$ cat src/rtl/core/ncl_pkg.sv
`timescale 1ns / 1ps
package ncl_pkg;

	typedef enum logic {
		OP_CLASSIFY = 1'b0,
		OP_LOAD     = 1'b1
	} op_t;

	typedef enum logic [1:0] {
		REG_CLUSTERS_IN_USE  = 2'd0,
		REG_INCLUDE_POSITION = 2'd1,
		REG_SPARE_2          = 2'd2,
		REG_SPARE_3          = 2'd3
	} reg_idx_t;

	typedef struct packed {
		logic [7:0] r;
		logic [7:0] g;
		logic [7:0] b;
	} colour_t;

	typedef struct packed {
		op_t        op;
		logic       is_bg;
		logic [2:0] slot;
	} item_ctrl_t;

endpackage

$ cat src/rtl/core/ncl_ram.sv
`timescale 1ns / 1ps
module ncl_ram #(
	parameter int WIDTH = 48,
	parameter int DEPTH = 16,
	localparam int AW = (DEPTH > 1) ? $clog2(DEPTH) : 1
) (
	input  logic             clk,
	input  logic             we,
	input  logic [AW-1:0]    waddr,
	input  logic [WIDTH-1:0] wdata,
	input  logic             re,
	input  logic [AW-1:0]    raddr,
	output logic [WIDTH-1:0] rdata
);

	logic [WIDTH-1:0] mem [DEPTH];

	always_ff @(posedge clk) begin
		if (we) begin
			mem[waddr] <= wdata;
		end
		if (re) begin
			rdata <= mem[raddr];
		end
	end

endmodule

$ cat src/rtl/core/ncl_front.sv
`timescale 1ns / 1ps
module ncl_front #(
	parameter int MAX_CLUSTERS  = 8,
	parameter int POSITION_BITS = 12
) (
	input  logic                      clk,
	input  logic                      arst_n,
	input  logic                      in_valid,
	output logic                      in_ready,
	input  ncl_pkg::item_ctrl_t       in_ctrl,
	input  ncl_pkg::colour_t          in_rgb,
	input  logic [11:0]               in_row,
	input  logic [11:0]               in_col,
	output logic                      q_valid,
	input  logic                      q_pop,
	output ncl_pkg::item_ctrl_t       q_ctrl,
	output ncl_pkg::colour_t          q_rgb,
	output logic [POSITION_BITS-1:0]  q_row,
	output logic [POSITION_BITS-1:0]  q_col
);
	import ncl_pkg::*;

	item_ctrl_t               ctrl_q [2];
	colour_t                  rgb_q  [2];
	logic [POSITION_BITS-1:0] row_q  [2];
	logic [POSITION_BITS-1:0] col_q  [2];
	logic                     wp_q;
	logic                     rp_q;
	logic [1:0]               fill_q;

	logic [POSITION_BITS+11:0] row_ext;
	logic [POSITION_BITS+11:0] col_ext;
	logic                      accept;
	logic                      drop;
	logic                      push;
	logic                      pop;

	assign row_ext  = {{POSITION_BITS{1'b0}}, in_row};
	assign col_ext  = {{POSITION_BITS{1'b0}}, in_col};
	assign in_ready = (fill_q != 2'd2);
	assign accept   = in_valid && in_ready;
	// loads aimed past the table are discarded here
	assign drop     = (in_ctrl.op == OP_LOAD) && (32'(in_ctrl.slot) >= MAX_CLUSTERS);
	assign push     = accept && !drop;
	assign pop      = q_pop && q_valid;

	assign q_valid = (fill_q != 2'd0);
	assign q_ctrl  = ctrl_q[rp_q];
	assign q_rgb   = rgb_q[rp_q];
	assign q_row   = row_q[rp_q];
	assign q_col   = col_q[rp_q];

	always_ff @(posedge clk) begin
		if (push) begin
			ctrl_q[wp_q] <= in_ctrl;
			rgb_q[wp_q]  <= in_rgb;
			row_q[wp_q]  <= row_ext[POSITION_BITS-1:0];
			col_q[wp_q]  <= col_ext[POSITION_BITS-1:0];
		end
	end

	always_ff @(posedge clk or negedge arst_n) begin
		if (!arst_n) begin
			wp_q   <= 1'b0;
			rp_q   <= 1'b0;
			fill_q <= 2'd0;
		end else begin
			if (push) begin
				wp_q <= !wp_q;
			end
			if (pop) begin
				rp_q <= !rp_q;
			end
			if (push && !pop) begin
				fill_q <= fill_q + 2'd1;
			end else if (pop && !push) begin
				fill_q <= fill_q - 2'd1;
			end
		end
	end

endmodule

$ cat src/rtl/core/ncl_back.sv
`timescale 1ns / 1ps
module ncl_back #(
	parameter int MAX_CLUSTERS  = 8,
	parameter int POSITION_BITS = 12,
	parameter int FRACTION_BITS = 16,
	localparam int CNTW = $clog2(MAX_CLUSTERS + 1)
) (
	input  logic                      clk,
	input  logic                      arst_n,
	input  logic [CNTW-1:0]           count,
	input  logic                      include_position,
	input  logic                      q_valid,
	output logic                      q_pop,
	input  ncl_pkg::item_ctrl_t       q_ctrl,
	input  ncl_pkg::colour_t          q_rgb,
	input  logic [POSITION_BITS-1:0]  q_row,
	input  logic [POSITION_BITS-1:0]  q_col,
	output logic                      out_valid,
	input  logic                      out_ready,
	output logic [15:0]               fg_cost,
	output logic [15:0]               bg_cost,
	output logic                      degenerate
);
	import ncl_pkg::*;

	localparam int PB    = POSITION_BITS;
	localparam int FB    = FRACTION_BITS;
	localparam int DEPTH = 2 * MAX_CLUSTERS;
	localparam int AW    = $clog2(DEPTH);
	localparam int KW    = (MAX_CLUSTERS > 1) ? $clog2(MAX_CLUSTERS) : 1;
	localparam int EW    = 24 + 2 * PB;
	localparam int DW    = ((2 * PB + 1 > 18) ? (2 * PB + 1) : 18) + 1;
	localparam int SW    = DW + 1;
	localparam int QW    = FB + 1;
	localparam int NW    = SW + FB;
	localparam int BW    = $clog2(QW);

	typedef enum logic [4:0] {
		S_IDLE = 5'b00001,
		S_WALK = 5'b00010,
		S_WAIT = 5'b00100,
		S_DIV  = 5'b01000,
		S_FIN  = 5'b10000
	} state_t;

	state_t state_q;

	colour_t         pix_rgb_q;
	logic [PB-1:0]   pix_row_q;
	logic [PB-1:0]   pix_col_q;
	logic            set_q;
	logic [KW-1:0]   k_q;

	logic            v_s1;
	logic            set_s1;
	logic            first_s1;
	logic            v_s2;
	logic            set_s2;
	logic            first_s2;
	logic [15:0]     sqr_s2;
	logic [15:0]     sqg_s2;
	logic [15:0]     sqb_s2;
	logic [2*PB-1:0] sqrow_s2;
	logic [2*PB-1:0] sqcol_s2;

	logic [DW-1:0]   df_q;
	logic [DW-1:0]   db_q;
	logic [SW-1:0]   sum_q;
	logic [SW-1:0]   remf_q;
	logic [SW-1:0]   remb_q;
	logic [QW-1:0]   nlof_q;
	logic [QW-1:0]   nlob_q;
	logic [QW-1:0]   qf_q;
	logic [QW-1:0]   qb_q;
	logic [BW-1:0]   bit_q;
	logic            degen_q;

	logic            we;
	logic [AW-1:0]   waddr;
	logic            re;
	logic [AW-1:0]   raddr;
	logic [EW-1:0]   rdata;
	logic [EW-1:0]   wdata;

	logic [7:0]      e_r;
	logic [7:0]      e_g;
	logic [7:0]      e_b;
	logic [PB-1:0]   e_row;
	logic [PB-1:0]   e_col;
	logic [7:0]      ad_r;
	logic [7:0]      ad_g;
	logic [7:0]      ad_b;
	logic [PB-1:0]   ad_row;
	logic [PB-1:0]   ad_col;
	logic [DW-1:0]   dist_c;
	logic            last_issue;

	logic [SW-1:0]   sum_c;
	logic [NW-1:0]   nf_c;
	logic [NW-1:0]   nb_c;
	logic [SW:0]     tf;
	logic [SW:0]     tb;
	logic            gef;
	logic            geb;
	logic [FB-1:0]   resf;
	logic [FB-1:0]   resb;
	logic [FB+15:0]  extf;
	logic [FB+15:0]  extb;

	assign wdata = {q_rgb.r, q_rgb.g, q_rgb.b, q_row, q_col};
	assign waddr = q_ctrl.is_bg ? (AW'(MAX_CLUSTERS) + AW'(q_ctrl.slot)) : AW'(q_ctrl.slot);
	assign we    = (state_q == S_IDLE) && q_valid && (q_ctrl.op == OP_LOAD);
	assign q_pop = (state_q == S_IDLE) && q_valid;
	assign re    = (state_q == S_WALK);
	assign raddr = set_q ? (AW'(MAX_CLUSTERS) + AW'(k_q)) : AW'(k_q);
	assign last_issue = (32'(k_q) + 32'd1 == 32'(count));

	ncl_ram #(
		.WIDTH(EW),
		.DEPTH(DEPTH)
	) u_table (
		.clk  (clk),
		.we   (we),
		.waddr(waddr),
		.wdata(wdata),
		.re   (re),
		.raddr(raddr),
		.rdata(rdata)
	);

	assign {e_r, e_g, e_b, e_row, e_col} = rdata;
	assign ad_r   = (e_r > pix_rgb_q.r) ? (e_r - pix_rgb_q.r) : (pix_rgb_q.r - e_r);
	assign ad_g   = (e_g > pix_rgb_q.g) ? (e_g - pix_rgb_q.g) : (pix_rgb_q.g - e_g);
	assign ad_b   = (e_b > pix_rgb_q.b) ? (e_b - pix_rgb_q.b) : (pix_rgb_q.b - e_b);
	assign ad_row = (e_row > pix_row_q) ? (e_row - pix_row_q) : (pix_row_q - e_row);
	assign ad_col = (e_col > pix_col_q) ? (e_col - pix_col_q) : (pix_col_q - e_col);

	assign dist_c = DW'(sqr_s2) + DW'(sqg_s2) + DW'(sqb_s2)
		+ (include_position ? (DW'(sqrow_s2) + DW'(sqcol_s2)) : DW'(0));

	assign sum_c = SW'(df_q) + SW'(db_q);
	assign nf_c  = {NW'(df_q) << FB} + NW'(sum_c >> 1);
	assign nb_c  = {NW'(db_q) << FB} + NW'(sum_c >> 1);

	assign tf  = {remf_q, nlof_q[QW-1]};
	assign tb  = {remb_q, nlob_q[QW-1]};
	assign gef = (tf >= {1'b0, sum_q});
	assign geb = (tb >= {1'b0, sum_q});

	assign resf = qf_q[FB] ? {FB{1'b1}} : qf_q[FB-1:0];
	assign resb = qb_q[FB] ? {FB{1'b1}} : qb_q[FB-1:0];
	assign extf = {16'd0, resf};
	assign extb = {16'd0, resb};

	// distance pipeline: table read, squares, sum and running minimum
	always_ff @(posedge clk) begin
		sqr_s2   <= 16'(ad_r) * 16'(ad_r);
		sqg_s2   <= 16'(ad_g) * 16'(ad_g);
		sqb_s2   <= 16'(ad_b) * 16'(ad_b);
		sqrow_s2 <= (2*PB)'(ad_row) * (2*PB)'(ad_row);
		sqcol_s2 <= (2*PB)'(ad_col) * (2*PB)'(ad_col);
		set_s1   <= set_q;
		first_s1 <= (k_q == KW'(0));
		set_s2   <= set_s1;
		first_s2 <= first_s1;
		if (v_s2) begin
			if (set_s2) begin
				if (first_s2 || dist_c < db_q) begin
					db_q <= dist_c;
				end
			end else begin
				if (first_s2 || dist_c < df_q) begin
					df_q <= dist_c;
				end
			end
		end
		if (state_q == S_IDLE && q_valid && q_ctrl.op == OP_CLASSIFY) begin
			pix_rgb_q <= q_rgb;
			pix_row_q <= q_row;
			pix_col_q <= q_col;
		end
		if (state_q == S_WAIT) begin
			sum_q   <= sum_c;
			remf_q  <= SW'(nf_c[NW-1:QW]);
			remb_q  <= SW'(nb_c[NW-1:QW]);
			nlof_q  <= nf_c[QW-1:0];
			nlob_q  <= nb_c[QW-1:0];
			degen_q <= (sum_c == SW'(0));
			qf_q    <= QW'(1) << (FB - 1);
			qb_q    <= QW'(1) << (FB - 1);
		end
		if (state_q == S_DIV) begin
			remf_q <= gef ? SW'(tf - {1'b0, sum_q}) : tf[SW-1:0];
			remb_q <= geb ? SW'(tb - {1'b0, sum_q}) : tb[SW-1:0];
			nlof_q <= nlof_q << 1;
			nlob_q <= nlob_q << 1;
			qf_q   <= {qf_q[QW-2:0], gef};
			qb_q   <= {qb_q[QW-2:0], geb};
		end
		if (state_q == S_FIN && (!out_valid || out_ready)) begin
			fg_cost    <= extf[15:0];
			bg_cost    <= extb[15:0];
			degenerate <= degen_q;
		end
	end

	always_ff @(posedge clk or negedge arst_n) begin
		if (!arst_n) begin
			state_q   <= S_IDLE;
			set_q     <= 1'b0;
			k_q       <= '0;
			bit_q     <= '0;
			v_s1      <= 1'b0;
			v_s2      <= 1'b0;
			out_valid <= 1'b0;
		end else begin
			v_s1 <= re;
			v_s2 <= v_s1;
			if (state_q == S_FIN && (!out_valid || out_ready)) begin
				out_valid <= 1'b1;
			end else if (out_valid && out_ready) begin
				out_valid <= 1'b0;
			end
			case (state_q)
				S_IDLE: begin
					if (q_valid && q_ctrl.op == OP_CLASSIFY) begin
						set_q   <= 1'b0;
						k_q     <= '0;
						state_q <= S_WALK;
					end
				end
				S_WALK: begin
					if (last_issue) begin
						k_q <= '0;
						if (set_q) begin
							state_q <= S_WAIT;
						end else begin
							set_q <= 1'b1;
						end
					end else begin
						k_q <= k_q + KW'(1);
					end
				end
				S_WAIT: begin
					if (!v_s1 && !v_s2) begin
						bit_q   <= '0;
						state_q <= (sum_c == SW'(0)) ? S_FIN : S_DIV;
					end
				end
				S_DIV: begin
					if (bit_q == BW'(QW - 1)) begin
						state_q <= S_FIN;
					end else begin
						bit_q <= bit_q + BW'(1);
					end
				end
				S_FIN: begin
					if (!out_valid || out_ready) begin
						state_q <= S_IDLE;
					end
				end
				default: begin
					state_q <= S_IDLE;
				end
			endcase
		end
	end

endmodule

$ cat src/rtl/core/nearest_cluster_likelihood.sv
`timescale 1ns / 1ps
// nearest-cluster likelihood unit
// input channel (in_valid/in_ready): operation 1 loads one center (set, slot,
// colour, position) into the center table, operation 0 classifies a pixel
// output channel (out_valid/out_ready): one transfer per classify item with
// fg_cost, bg_cost in Q0.FRACTION_BITS and the degenerate flag
// configuration channel (cfg_valid/cfg_ready, cfg_index, cfg_data): register 0
// clusters_in_use, register 1 include_position; always ready
// a two-entry queue sits between the input and the sequencer
// load: written into the table while the sequencer stays idle
// classify: pop the queue, 2*N table reads (N centers in use, one per
// cycle), pipeline drain, radix-2 division for FRACTION_BITS+1 quotient
// bits, then the output register; a degenerate pixel skips the division
// reset clears the queue, the sequencer and out_valid; table contents are
// undefined until loaded; clusters_in_use resets to 8, include_position to 0
// a stalled receiver holds the result in the output register; the queue
// keeps accepting until full
module nearest_cluster_likelihood #(
	parameter int MAX_CLUSTERS  = 8,
	parameter int POSITION_BITS = 12,
	parameter int FRACTION_BITS = 16
) (
	input  logic        clk,
	input  logic        arst_n,
	input  logic        in_valid,
	output logic        in_ready,
	input  logic        operation,
	input  logic        is_background,
	input  logic [2:0]  slot,
	input  logic [7:0]  red,
	input  logic [7:0]  green,
	input  logic [7:0]  blue,
	input  logic [11:0] row,
	input  logic [11:0] col,
	output logic        out_valid,
	input  logic        out_ready,
	output logic [15:0] fg_cost,
	output logic [15:0] bg_cost,
	output logic        degenerate,
	input  logic        cfg_valid,
	output logic        cfg_ready,
	input  logic [1:0]  cfg_index,
	input  logic [3:0]  cfg_data
);
	import ncl_pkg::*;

	localparam int CNTW = $clog2(MAX_CLUSTERS + 1);

	logic [3:0]               clusters_q;
	logic                     incpos_q;
	logic [CNTW-1:0]          count;
	item_ctrl_t               in_ctrl;
	colour_t                  in_rgb;
	logic                     q_valid;
	logic                     q_pop;
	item_ctrl_t               q_ctrl;
	colour_t                  q_rgb;
	logic [POSITION_BITS-1:0] q_row;
	logic [POSITION_BITS-1:0] q_col;

	assign cfg_ready = 1'b1;

	always_ff @(posedge clk or negedge arst_n) begin
		if (!arst_n) begin
			clusters_q <= 4'd8;
			incpos_q   <= 1'b0;
		end else if (cfg_valid && cfg_ready) begin
			case (reg_idx_t'(cfg_index))
				REG_CLUSTERS_IN_USE:  clusters_q <= cfg_data;
				REG_INCLUDE_POSITION: incpos_q   <= cfg_data[0];
				default: begin
				end
			endcase
		end
	end

	always_comb begin
		if (clusters_q == 4'd0) begin
			count = CNTW'(1);
		end else if (32'(clusters_q) > MAX_CLUSTERS) begin
			count = CNTW'(MAX_CLUSTERS);
		end else begin
			count = CNTW'(clusters_q);
		end
	end

	assign in_ctrl = '{op: op_t'(operation), is_bg: is_background, slot: slot};
	assign in_rgb  = '{r: red, g: green, b: blue};

	ncl_front #(
		.MAX_CLUSTERS (MAX_CLUSTERS),
		.POSITION_BITS(POSITION_BITS)
	) u_front (
		.clk     (clk),
		.arst_n  (arst_n),
		.in_valid(in_valid),
		.in_ready(in_ready),
		.in_ctrl (in_ctrl),
		.in_rgb  (in_rgb),
		.in_row  (row),
		.in_col  (col),
		.q_valid (q_valid),
		.q_pop   (q_pop),
		.q_ctrl  (q_ctrl),
		.q_rgb   (q_rgb),
		.q_row   (q_row),
		.q_col   (q_col)
	);

	ncl_back #(
		.MAX_CLUSTERS (MAX_CLUSTERS),
		.POSITION_BITS(POSITION_BITS),
		.FRACTION_BITS(FRACTION_BITS)
	) u_back (
		.clk             (clk),
		.arst_n          (arst_n),
		.count           (count),
		.include_position(incpos_q),
		.q_valid         (q_valid),
		.q_pop           (q_pop),
		.q_ctrl          (q_ctrl),
		.q_rgb           (q_rgb),
		.q_row           (q_row),
		.q_col           (q_col),
		.out_valid       (out_valid),
		.out_ready       (out_ready),
		.fg_cost         (fg_cost),
		.bg_cost         (bg_cost),
		.degenerate      (degenerate)
	);

endmodule

$ cat config.mk
export PLATFORM = sky130hd
export DESIGN_NAME = nearest_cluster_likelihood
export DESIGN_NICKNAME = d
export VERILOG_FILES = /design/src/rtl/core/ncl_pkg.sv /design/src/rtl/core/ncl_ram.sv /design/src/rtl/core/ncl_front.sv /design/src/rtl/core/ncl_back.sv /design/src/rtl/core/nearest_cluster_likelihood.sv
export SDC_FILE = /design/constraint.sdc
export NUM_CORES = 2
export LEC_CHECK = 0
export ABC_AREA = 0
export BUFFER_PORTS_ARGS = -buffer_cell sky130_fd_sc_hd__buf_2
export CORE_UTILIZATION = 40
export CTS_CLUSTER_SIZE = 20
export DETAILED_ROUTE_END_ITERATION = 6
export HOLD_SLACK_MARGIN = 0.1
export PLACE_DENSITY_LB_ADDON = 0.12
export SYNTH_ARGS = -nofsm -noshare
export SYNTH_HDL_FRONTEND = slang
export SYNTH_HIERARCHICAL = 1
export SYNTH_SLANG_ARGS = --single-unit
$ cat constraint.sdc
create_clock -name clk -period 11.25 [get_ports clk]
set_input_delay 0.5625 -clock clk [delete_from_list [all_inputs] [get_ports clk]]
set_output_delay 0.5625 -clock clk [all_outputs]
set_load 0.01 [all_outputs]
==> impl_results.md <==
- Placement Cell Area: 76,450 um2
- Netlist Area Pre-Place: ~73,000 um2
- Reg area: ~38,000 um2
- CTS tree: done
- Vias in the first global route: 44,897
- R2r endpoint: u_back/sqcol_s2[23]$_DFF_P_
- Initial antenna violation count: 2
- Final Core Density: 45.15%
- Final min period: just over 9 ns
- CP delay by family, top: adder cells
- First-pass GRT wire length: 267,500 um
- Avg WL per Cell: between 20 and 25 um
- Crit end category: flop
- Critical path arrival: 9.85 ns
- Total core area: 181,100 um2
- Port Buf Inserts: just under 100
- Worst path bufs/invs: 4
- Place WS: around 2.0 ns
- Finished Cell Area: roughly 82,000 um2
- Post-Syn Area per Cell: 13.22 um2
- Hold path cells: 3
- Commonest non-fill, non-tap cell in the layout: edfxtp_1
- CP peak stage delay: 0.66 ns
- Post-synth EDFFs: about 1,200
- CP dominant cell by count: fa_1
- First-pass iteration count of the detailed router: 5
- Starting DRC count in detailed routing: 2,641
- FP Rows: 156
- Ys Warns: 6
- Die Y: 429.4 um
- Vias per cell: 5.236
- Reg-to-Reg Start: u_back/u_table/rdata[9]$_DFFE_PP_
- Critical path class: reg2reg
- WHS Endpoint: clusters_q[2]$_DFFE_PN0P_
- Hold Crit Class: in2reg
- Top_reg_cell synth: edfxtp_1
- Slew headroom: 24.91%
- DIE WIDTH: roughly 430 um
- Grt met3 use: 2.155%
- Min-delay src: cfg_index[1]
- CP Launch Type: flop
- Hold Fails Final Rpt: 0
- Most frequent cells in the layout: edfxtp_1, inv_1, ha_1
- Max Clk Rate: 0.1091 GHz
- Seq cells post-synth: 1,310
- RSZ-0062 raised after global routing: false
- CTS Root Cell: clkbuf_16
- Most used routing layer: met2
- Clk Latency, worst-skew pair: 0.81 ns
- Sequential share of the synthesized area: 52.36%
- Grt ovf: 0
- Final period utilization: between 80% and 90%
- Clock transition at the registers of the reported paths: ~0.06 ns
- Setup slack, reg-to-reg: 2.08 ns
- Share of layout cells above drive strength 1: around 13%
- Placer Congestion: 0.8367
- Pins over their slew limit: 0
- Detail Route Antenna Nets: 0
- Total negative slack: 0 ns
- Synth unique cells: 108
- TritonCTS Buffers: 146
- M2 GR Usage: 32.84%
- Die ar.: roughly 180,000 um2
- Fin worst setup slack: 2.084 ns
- Number of setup buffers added after CTS: 0
- Slew @ Worst Pin: ~1.1 ns
- Final wirelength: 174,400 um
- # nets final: 6,586
- DR vias: 43,099
- # fillers: 16,407
- Multi-input combinational cell area: 31,760 um2
- Worst path slowest cell: o22ai_2
- Area grow syn2layout: 11.96%
- Mapped Cells: 5,526
- CTS HTree Levels: 4
- Synth async-reset ratio: 1.985%
- Gr usage total: 18.93%
- Req. time, crit path: 11.94 ns
- Worst Reg2Reg Path Length in Cells: 31
- # IOs: 100
- Post-DP HPWL: 116,700 um
- Starting Density: 40.33%
- Final Setup Violations: 0
- Status: completed
- # DRC: 0
- Grt met1 use: around a quarter
- CP Max Fanout: 17
- Skew final: 0.05216 ns
- Clock Sinks: approximately 1,300
- Max cap viols: 0
- Clock tree buffer depth: 3
- Largest net degree at the start of global routing: 90
state kept, by name, indices dropped and copies added, names as in the netlist, 17 cells and up:
register	flops
u_back/db_q	26
u_back/df_q	26
u_back/nlof_q	17
u_back/pix_rgb_q	24
u_back/qb_q	17
u_back/qf_q	17
u_back/remb_q	27
u_back/remf_q	27
u_back/sqcol_s2	23
u_back/sqrow_s2	23
u_back/sum_q	27
u_back/u_table/mem	768
u_back/u_table/rdata	48
u_front/col_q	24
u_front/rgb_q	48
u_front/row_q	24
kinds of logic after synthesis:
| family | Yosys count | synth area share [%] |
|---|---|---|
| simple gates | 1117 | 7.445 |
| fa+ha+maj | 778 | 16.11 |
| buf+inv | 814 | 4.450 |
| other cells | 2 | 0.01028 |
| flops | 1310 | 52.36 |
| compound gates | 910 | 8.281 |
| xor+xnor | 287 | 3.462 |
| mux | 308 | 7.882 |
how the worst max path moves through the flow:
stage	start	end	slack (ns)	cells after the start
floorplan	u_back/u_table/rdata[0]$_DFFE_PP_	u_back/sqcol_s2[23]$_DFF_P_	2.92	34
global placement	u_back/u_table/rdata[0]$_DFFE_PP_	u_back/sqcol_s2[23]$_DFF_P_	2.14	34
detailed placement	u_back/u_table/rdata[0]$_DFFE_PP_	u_back/sqcol_s2[23]$_DFF_P_	1.99	34
CTS	u_back/u_table/rdata[0]$_DFFE_PP_	u_back/sqcol_s2[23]$_DFF_P_	2.01	34
global route	u_back/u_table/rdata[0]$_DFFE_PP_	u_back/sqcol_s2[23]$_DFF_P_	1.34	34
finish	u_back/u_table/rdata[9]$_DFFE_PP_	u_back/sqcol_s2[23]$_DFF_P_	2.08	31
routing by layer:
metal | share of wire (%) | wire, um
met4 | 1.8 | 3214
met5 | 0 | 0
met3 | 3.1 | 5481
met2 | 50 | 86800
met1 | 45 | 78930
cell usage after synthesis, types with 52 or more instances:
library cell / count / area share [%]
nand2_1: 257 / 1.3
edfxtp_1: 1188 / 49
clkbuf_1: 87 / 0.45
fa_1: 271 / 7.4
xor2_1: 81 / 0.97
nand2b_1: 60 / 0.51
o21ai_0: 119 / 0.82
nor2_1: 361 / 1.9
a21oi_1: 265 / 1.8
or2_2: 62 / 0.53
a22oi_1: 101 / 1.0
and2_1: 52 / 0.45
ha_1: 507 / 8.7
nor3_1: 63 / 0.43
a21o_1: 112 / 1.2
inv_1: 655 / 3.4
xnor2_1: 204 / 2.4
mux4_2: 192 / 5.9
dfxtp_1: 96 / 2.6
tightest hold or removal path: cells and delay by family:
kind	cells	cell delay [ns]
simple gates	1	0.06
buf+inv	1	0.11
mux	1	0.21
what timing repair did:
item | in CTS | in global routing
endpoints found under the hold margin | 135 | 0
resized for setup | 0 | 0
hold buffers | 60 | 0
cell type report:
class	count	share of cell area (%)
diodes	4	0.01224
multi-input cells	3404	38.84
flip-flops and latches	1310	46.78
repair buffers	220	1.934
inverters	662	3.038
well taps	2370	3.626
clock buffers	196	4.840
clock inverters	66	0.9347
through the flow:
stage               cells  hold slack [ns]
finish               8232           0.1712
global route         8228           0.1426
CTS                  8228           0.1012
detailed placement   7906           0.3179
global placement     7906           0.3128
floorplan            5528           0.2669
Power is left out: the tool's default activity adds up to more than one toggle a clock period on the data nets, which glitch-free logic cannot reach.
